**src/design/mm4_pkg.sv**
```systemverilog
package mm4_pkg;

  // Element and result value width, and the saturation range of a result.
  localparam int ELEM_BITS = 32;
  localparam int VALUE_BITS = 32;
  localparam int FRAC_BITS_DEF = 16;
  localparam int POS_BITS = 4;
  localparam int DEPTH = 16;
  localparam int PROD_W = 2 * ELEM_BITS;
  localparam int ACC_W = PROD_W + 2;
  localparam int STEP_BITS = 3;

  // One beat on the element channel.
  typedef struct packed {
    logic signed [ELEM_BITS-1:0] element_value;
    logic right_operand;
    logic [POS_BITS-1:0] element_position;
    logic start_compute;
  } elem_beat_t;

  // One beat on the product channel.
  typedef struct packed {
    logic signed [ELEM_BITS-1:0] product_value;
    logic [POS_BITS-1:0] product_position;
    logic saturated;
    logic last_result;
  } prod_beat_t;

  // How the step counter moves after a step.
  typedef enum logic [1:0] {
    COND_NEXT,
    COND_START,
    COND_OUT
  } seq_cond_t;

  // One control word of the program.
  typedef struct packed {
    logic take;
    logic rd_en;
    logic [1:0] k;
    logic mul_en;
    logic acc_load;
    logic acc_en;
    logic out_step;
    seq_cond_t cond;
    logic [STEP_BITS-1:0] target;
  } ucode_t;

  // Control from the sequencer to the datapath.
  typedef struct packed {
    logic rd_en;
    logic [1:0] k;
    logic mul_en;
    logic acc_load;
    logic acc_en;
    logic out_load;
    logic [POS_BITS-1:0] elem;
    logic last;
  } mm4_ctrl_t;

  // Program addresses.
  localparam logic [STEP_BITS-1:0] STEP_IDLE = 3'd0;
  localparam logic [STEP_BITS-1:0] STEP_RD0 = 3'd1;
  localparam logic [STEP_BITS-1:0] STEP_RD1 = 3'd2;
  localparam logic [STEP_BITS-1:0] STEP_RD2 = 3'd3;
  localparam logic [STEP_BITS-1:0] STEP_RD3 = 3'd4;
  localparam logic [STEP_BITS-1:0] STEP_MUL3 = 3'd5;
  localparam logic [STEP_BITS-1:0] STEP_ACC3 = 3'd6;
  localparam logic [STEP_BITS-1:0] STEP_EMIT = 3'd7;

  // The program for one product element: four reads, four multiplies and
  // four accumulations overlapped, then the result is handed to the output.
  function automatic ucode_t ucode_rom(input logic [STEP_BITS-1:0] step);
    ucode_t w;
    w = '0;
    w.cond = COND_NEXT;
    unique case (step)
      STEP_IDLE: begin
        w.take = 1'b1;
        w.cond = COND_START;
        w.target = STEP_RD0;
      end
      STEP_RD0: begin
        w.rd_en = 1'b1;
        w.k = 2'd0;
      end
      STEP_RD1: begin
        w.rd_en = 1'b1;
        w.k = 2'd1;
        w.mul_en = 1'b1;
      end
      STEP_RD2: begin
        w.rd_en = 1'b1;
        w.k = 2'd2;
        w.mul_en = 1'b1;
        w.acc_load = 1'b1;
      end
      STEP_RD3: begin
        w.rd_en = 1'b1;
        w.k = 2'd3;
        w.mul_en = 1'b1;
        w.acc_en = 1'b1;
      end
      STEP_MUL3: begin
        w.mul_en = 1'b1;
        w.acc_en = 1'b1;
      end
      STEP_ACC3: begin
        w.acc_en = 1'b1;
      end
      STEP_EMIT: begin
        w.out_step = 1'b1;
        w.cond = COND_OUT;
        w.target = STEP_RD0;
      end
    endcase
    return w;
  endfunction

endpackage

```
**src/design/mm4_ram.sv**
```systemverilog
module mm4_ram #(
  parameter int WIDTH = 32,
  parameter int DEPTH = 16
) (
  input  logic                     clk,
  input  logic                     we,
  input  logic [$clog2(DEPTH)-1:0] waddr,
  input  logic [WIDTH-1:0]         wdata,
  input  logic                     re,
  input  logic [$clog2(DEPTH)-1:0] raddr,
  output logic [WIDTH-1:0]         rdata
);

  logic [WIDTH-1:0] mem [DEPTH];

  // One write port and one registered read port.
  always_ff @(posedge clk) begin
    if (we) begin
      mem[waddr] <= wdata;
    end
    if (re) begin
      rdata <= mem[raddr];
    end
  end

endmodule

```
**src/design/mm4_sequencer.sv**
```systemverilog
module mm4_sequencer
  import mm4_pkg::*;
(
  input  logic      clk,
  input  logic      rst,
  input  logic      elem_valid,
  input  logic      start_compute,
  input  logic      out_free,
  output logic      elem_ready,
  output mm4_ctrl_t ctrl
);

  logic [STEP_BITS-1:0] step;
  logic [STEP_BITS-1:0] step_next;
  logic [POS_BITS-1:0]  elem;
  logic [POS_BITS-1:0]  elem_next;
  ucode_t               cw;
  logic                 last;

  assign cw = ucode_rom(step);
  assign last = (elem == POS_BITS'(DEPTH - 1));
  assign elem_ready = cw.take;

  // Step counter and element counter.
  always_ff @(posedge clk) begin
    if (rst) begin
      step <= STEP_IDLE;
      elem <= '0;
    end else begin
      step <= step_next;
      elem <= elem_next;
    end
  end

  // Conditional jumps of the program.
  always_comb begin
    step_next = step;
    elem_next = elem;
    unique case (cw.cond)
      COND_NEXT: begin
        step_next = step + STEP_BITS'(1);
      end
      COND_START: begin
        if (elem_valid && start_compute) begin
          step_next = cw.target;
        end
      end
      COND_OUT: begin
        if (out_free) begin
          elem_next = elem + POS_BITS'(1);
          step_next = last ? STEP_IDLE : cw.target;
        end
      end
      default: begin
        step_next = STEP_IDLE;
      end
    endcase
  end

  // Control word fields towards the datapath.
  always_comb begin
    ctrl.rd_en = cw.rd_en;
    ctrl.k = cw.k;
    ctrl.mul_en = cw.mul_en;
    ctrl.acc_load = cw.acc_load;
    ctrl.acc_en = cw.acc_en;
    ctrl.out_load = cw.out_step && out_free;
    ctrl.elem = elem;
    ctrl.last = last;
  end

endmodule

```
**src/design/mm4_datapath.sv**
```systemverilog
module mm4_datapath
  import mm4_pkg::*;
#(
  parameter int FRAC_BITS = FRAC_BITS_DEF
) (
  input  logic       clk,
  input  logic       rst,
  input  logic       wr_en,
  input  elem_beat_t wr_beat,
  input  mm4_ctrl_t  ctrl,
  output logic       out_free,
  output logic       prod_valid,
  input  logic       prod_ready,
  output prod_beat_t prod_data
);

  localparam logic signed [ACC_W-1:0] MAX_V = (ACC_W'(1) <<< (VALUE_BITS - 1)) - ACC_W'(1);
  localparam logic signed [ACC_W-1:0] MIN_V = -(ACC_W'(1) <<< (VALUE_BITS - 1));

  logic [ELEM_BITS-1:0]      left_rd;
  logic [ELEM_BITS-1:0]      right_rd;
  logic signed [ELEM_BITS-1:0] left_s;
  logic signed [ELEM_BITS-1:0] right_s;
  logic signed [PROD_W-1:0]  prod;
  logic signed [ACC_W-1:0]   acc;
  logic signed [ACC_W-1:0]   shifted;
  logic signed [ACC_W-1:0]   clipped;
  logic [ACC_W-VALUE_BITS:0] upper;
  logic                      fits;
  logic [POS_BITS-1:0]       left_addr;
  logic [POS_BITS-1:0]       right_addr;

  // Left is read along a row, right along a column.
  assign left_addr = {ctrl.k, ctrl.elem[1:0]};
  assign right_addr = {ctrl.elem[3:2], ctrl.k};

  mm4_ram #(.WIDTH(ELEM_BITS), .DEPTH(DEPTH)) u_left (
    .clk   (clk),
    .we    (wr_en && !wr_beat.right_operand),
    .waddr (wr_beat.element_position),
    .wdata (wr_beat.element_value),
    .re    (ctrl.rd_en),
    .raddr (left_addr),
    .rdata (left_rd)
  );

  mm4_ram #(.WIDTH(ELEM_BITS), .DEPTH(DEPTH)) u_right (
    .clk   (clk),
    .we    (wr_en && wr_beat.right_operand),
    .waddr (wr_beat.element_position),
    .wdata (wr_beat.element_value),
    .re    (ctrl.rd_en),
    .raddr (right_addr),
    .rdata (right_rd)
  );

  assign left_s = $signed(left_rd);
  assign right_s = $signed(right_rd);

  // Product register and accumulator.
  always_ff @(posedge clk) begin
    if (ctrl.mul_en) begin
      prod <= left_s * right_s;
    end
    if (ctrl.acc_load) begin
      acc <= ACC_W'(prod);
    end else if (ctrl.acc_en) begin
      acc <= acc + ACC_W'(prod);
    end
  end

  // Floor shift and saturation to the result range.
  assign shifted = acc >>> FRAC_BITS;
  assign upper = shifted[ACC_W-1:VALUE_BITS-1];
  assign fits = (&upper) || !(|upper);
  assign clipped = fits ? shifted : (shifted[ACC_W-1] ? MIN_V : MAX_V);

  assign out_free = !prod_valid || prod_ready;

  // Output register: holds a result until the receiver takes it.
  always_ff @(posedge clk) begin
    if (rst) begin
      prod_valid <= 1'b0;
    end else if (ctrl.out_load) begin
      prod_valid <= 1'b1;
    end else if (prod_ready) begin
      prod_valid <= 1'b0;
    end
  end

  always_ff @(posedge clk) begin
    if (ctrl.out_load) begin
      prod_data.product_value <= clipped[ELEM_BITS-1:0];
      prod_data.product_position <= ctrl.elem;
      prod_data.saturated <= !fits;
      prod_data.last_result <= ctrl.last;
    end
  end

endmodule

```
**src/design/matrix_4x4_multiply_unit.sv**
```systemverilog
// 4x4 matrix multiply of signed Q16.16 values, both operands column-major.
// Element channel (elem_valid/elem_ready/elem_data): each beat writes one
// element into the left or right store; a beat with start_compute set then
// starts a run that gives all 16 product elements, column by column.
// Product channel (prod_valid/prod_ready/prod_data): one beat per element,
// last_result marks the sixteenth. Sums are exact, floor-shifted by
// FRAC_BITS and saturated, with the saturated flag set on clipping.
// A write-only beat leaves the sequencer idle and ready for the next beat. A
// compute run steps through the 16 elements on one shared multiplier and
// accumulator, each element taking the microprogram steps RD0 to RD3, MUL3,
// ACC3 and EMIT; elem_ready is high again once the last result is loaded.
// elem_ready is low during a run. When the receiver stalls, the program
// waits on the emit step with the next result held back until the output
// register is free. Reset clears the sequencer and the output valid; the
// stores are not cleared, so an element must be written before it is used.
module matrix_4x4_multiply_unit
  import mm4_pkg::*;
#(
  parameter int FRAC_BITS = FRAC_BITS_DEF
) (
  input  logic       clk,
  input  logic       rst,
  input  logic       elem_valid,
  output logic       elem_ready,
  input  elem_beat_t elem_data,
  output logic       prod_valid,
  input  logic       prod_ready,
  output prod_beat_t prod_data
);

  mm4_ctrl_t ctrl;
  logic      out_free;

  mm4_sequencer u_seq (
    .clk           (clk),
    .rst           (rst),
    .elem_valid    (elem_valid),
    .start_compute (elem_data.start_compute),
    .out_free      (out_free),
    .elem_ready    (elem_ready),
    .ctrl          (ctrl)
  );

  mm4_datapath #(.FRAC_BITS(FRAC_BITS)) u_dp (
    .clk        (clk),
    .rst        (rst),
    .wr_en      (elem_valid && elem_ready),
    .wr_beat    (elem_data),
    .ctrl       (ctrl),
    .out_free   (out_free),
    .prod_valid (prod_valid),
    .prod_ready (prod_ready),
    .prod_data  (prod_data)
  );

endmodule

```
**config.mk**
```make
export PLATFORM = sky130hd
export DESIGN_NAME = matrix_4x4_multiply_unit
export DESIGN_NICKNAME = d
export VERILOG_FILES = /design/src/design/mm4_pkg.sv /design/src/design/mm4_ram.sv /design/src/design/mm4_sequencer.sv /design/src/design/mm4_datapath.sv /design/src/design/matrix_4x4_multiply_unit.sv
export SDC_FILE = /design/constraint.sdc
export NUM_CORES = 2
export LEC_CHECK = 0
export BUFFER_PORTS_ARGS = -buffer_cell sky130_fd_sc_hd__buf_2
export CELL_PAD_IN_SITES_DETAIL_PLACEMENT = 1
export CELL_PAD_IN_SITES_GLOBAL_PLACEMENT = 1
export CORE_MARGIN = 2
export CORE_UTILIZATION = 50
export CTS_BUF_LIST = sky130_fd_sc_hd__clkbuf_4 sky130_fd_sc_hd__clkbuf_8
export DETAILED_ROUTE_END_ITERATION = 10
export PLACE_DENSITY_LB_ADDON = 0.25
export SLEW_MARGIN = 5
export SYNTH_ARGS = -nofsm -noshare
export SYNTH_HDL_FRONTEND = slang
export SYNTH_SLANG_ARGS = --single-unit
```
**constraint.sdc**
```tcl
create_clock -name clk -period 8.3 [get_ports clk]
set_input_delay 0.83 -clock clk [delete_from_list [all_inputs] [get_ports clk]]
set_output_delay 0.83 -clock clk [all_outputs]
set_load 0.01 [all_outputs]
```
==> out/metrics.csv <==
metric,value,unit
CP arrival,8910,ps
Yosys top cell by area,edfxtp_1,
setup TNS,0,ps
CP peak stage delay,620,ps
asr flop ratio synth,0,%
Commonest cells post-synth,"edfxtp_1 (1256), fa_1 (1083), inv_1 (988), nand2_1 (782), and2_1 (565)",
min Tclk post-route,8020,ps
share of layout cells above drive strength 1,12.4,%
die height,422,um
Worst-path clk slew,70,ps
crit end category,flip-flop,
routability cong.,0.880,
Final nets,8295,
Crit Path Class,flip-flop to flip-flop,
Finished Layout Cells,9419,
clk buf depth,3,
f_max,0.125,GHz
critical path's most frequent cell,fa_1,
startpoint class of the critical path,flip-flop,
Slew Limit Fails,0,
"top cells by area, synth","edfxtp_1 (43%), fa_1 (25%), mux4_2 (5.0%)",
number of global-route vias before repair,59600,
Synth top area share,43.2,%
Detailed Place HPWL,165000,um
Site Rows,153,
final setup violating endpoints,0,
antenna-violating nets left,0,
H-Tree Depth,4,
clock sink count,1264,
Final Hold Vio Count,0,
syn_area_per_cell,12.9,um2
initial antenna violation count,16,
skew final,143,ps
pin count of the biggest net entering global routing,171,
post-route DRC violation count,0,
clk_lat worst skew,1020,ps
CTS tree,done,
reg2reg start,u_dp.u_left.rdata[29],
die area,0.178,mm2
CP startpoint,u_dp.u_left.rdata[29],
DR pass1 iterations,5,
CP Data Required Time,9190,ps
Fill cells,17300,
Starting Density,50.3,%
CTS root buf,clkbuf_8,
Crit Path Max Fanout,21,
DR WL/cell,24.8,um
Tightest Pin Transition,1200,ps
ys flop type,edfxtp_1,
grt total ovfl,0,
warnings from Yosys,0,
RSZ-0062 raised after global routing,false,
"wirelength, routed",234000,um
Synth Instances,6778,
Die Wd,422,um
Slew HR,19.9,%
status,completed,
count of unique library cells instantiated by Yosys,69,
Mapped Area,0.0873,mm2
"FF+latch count, synth",1264,
HP Start,prod_ready,
Core Area,0.174,mm2
I/O pin count,82,
Post-synth EDFFs,1256,
"Seq/Total Area, Yosys",43.4,%
mean number of vias per cell,5.67,
Placed Cells,9012,
Max-Cap Viols,0,
All-Layer GR Usage,26.7,%
cts hold-fix bufs,0,
via count,53400,
top-count cell post-synth,edfxtp_1,
TritonCTS buffer count,204,
"Slowest-stage cell, CP",fa_1,
Port Buffer Count,81,
Worst Hold Class,input port to flip-flop,
drt first-iter violations,4044,
first-pass GRT wire length,362000,um
"Net Count, Synth",8159,
Area Growth Syn to Fin,10.1,%
Final period util,96.7,%
cell usage in the layout, fill, tap and decap left out, drive strengths merged, types with 181 or more instances in the layout:
master  count
edfxtp   1256
fa       1083
inv       996
nand2     782
and2      565
buf       299
ha        256
clkbuf    256
mux4      192
a21oi     181
layout make-up:
| class | count | area [um2] | area share [%] |
|---|---|---|---|
| multi-input cells | 4156 | 44700 | 46.5 |
| flip-flops and latches | 1264 | 37900 | 39.4 |
| diodes | 11 | 27.5 | 0.0286 |
| repair buffers | 300 | 2470 | 2.58 |
| well taps | 2325 | 2910 | 3.03 |
| clock inverters | 120 | 1180 | 1.23 |
| inverters | 988 | 3710 | 3.86 |
| clock buffers | 255 | 3240 | 3.37 |
worst paths after layout:
kind,slack (ps),cells after the start,endpoint
max,280,26,u_dp.prod[62]
max reg2reg,280,26,u_dp.prod[62]
min reg2reg,480,1,u_dp.prod_data[35]
min,220,4,u_dp.prod_valid
per-layer routing:
| layer | vias up | GRT usage, % | wire length, um |
|---|---|---|---|
| li1 | 22900 | - | - |
| met1 | 28400 | 37.8 | 102000 |
| met2 | 1621 | 43.0 | 111000 |
| met3 | 396 | 4.65 | 14400 |
| met4 | 8 | 7.26 | 6040 |
| met5 | - | 0 | 51 |
cell families (layout without fill, tap and decap cells):
group | count (synthesis) | after routing | synth area share (%)
mux | 329 | 329 | 6.53
other cells | 0 | 11 | 0
buf+inv | 1358 | 1663 | 5.84
flops | 1264 | 1264 | 43.4
xor+xnor | 136 | 136 | 1.36
compound gates | 691 | 691 | 5.12
fa+ha+maj | 1339 | 1339 | 28.5
simple gates | 1661 | 1661 | 9.24
through the flow:
stage          util, %  instance area (um2)  hold slack, ps  setup WS, ps
3_5_place_dp      52.6                91400             526          25.5
3_3_place_gp      52.6                91400             496           169
6_report          55.3                96100             217           276
2_1_floorplan        -                87300             406           500
5_1_grt           55.3                96100             171          4.61
4_1_cts           55.2                95800             107          14.2
sequential cells by signal (all words and copies together), names as in the netlist:
signal,cells
u_dp.u_right.mem,512
u_seq.step,3
u_dp.prod,64
u_seq.elem,4
u_dp.acc,66
u_dp.u_left.rdata,32
u_dp.u_left.mem,512
u_dp.u_right.rdata,32
u_dp.prod_valid,1
u_dp.prod_data,38
worst max-delay path: cells and delay by family, from the launching register on:
family                   cells  cell delay, ps
adder cells (fa/ha/maj)      9            4410
AND/OR/NAND/NOR              6            1380
buffers and inverters        7             840
AO/OA/AOI/OAI                4             770
flip-flops                   1             560
what timing repair did:
action	4_1_cts	5_1_grt
pin swaps	0	5
gates resized for setup	0	16
buffers inserted	2	19
setup endpoints to repair	1	12
Power is not shown: default switching activity piles up to over one toggle a cycle in this logic, so the estimate is an artifact.
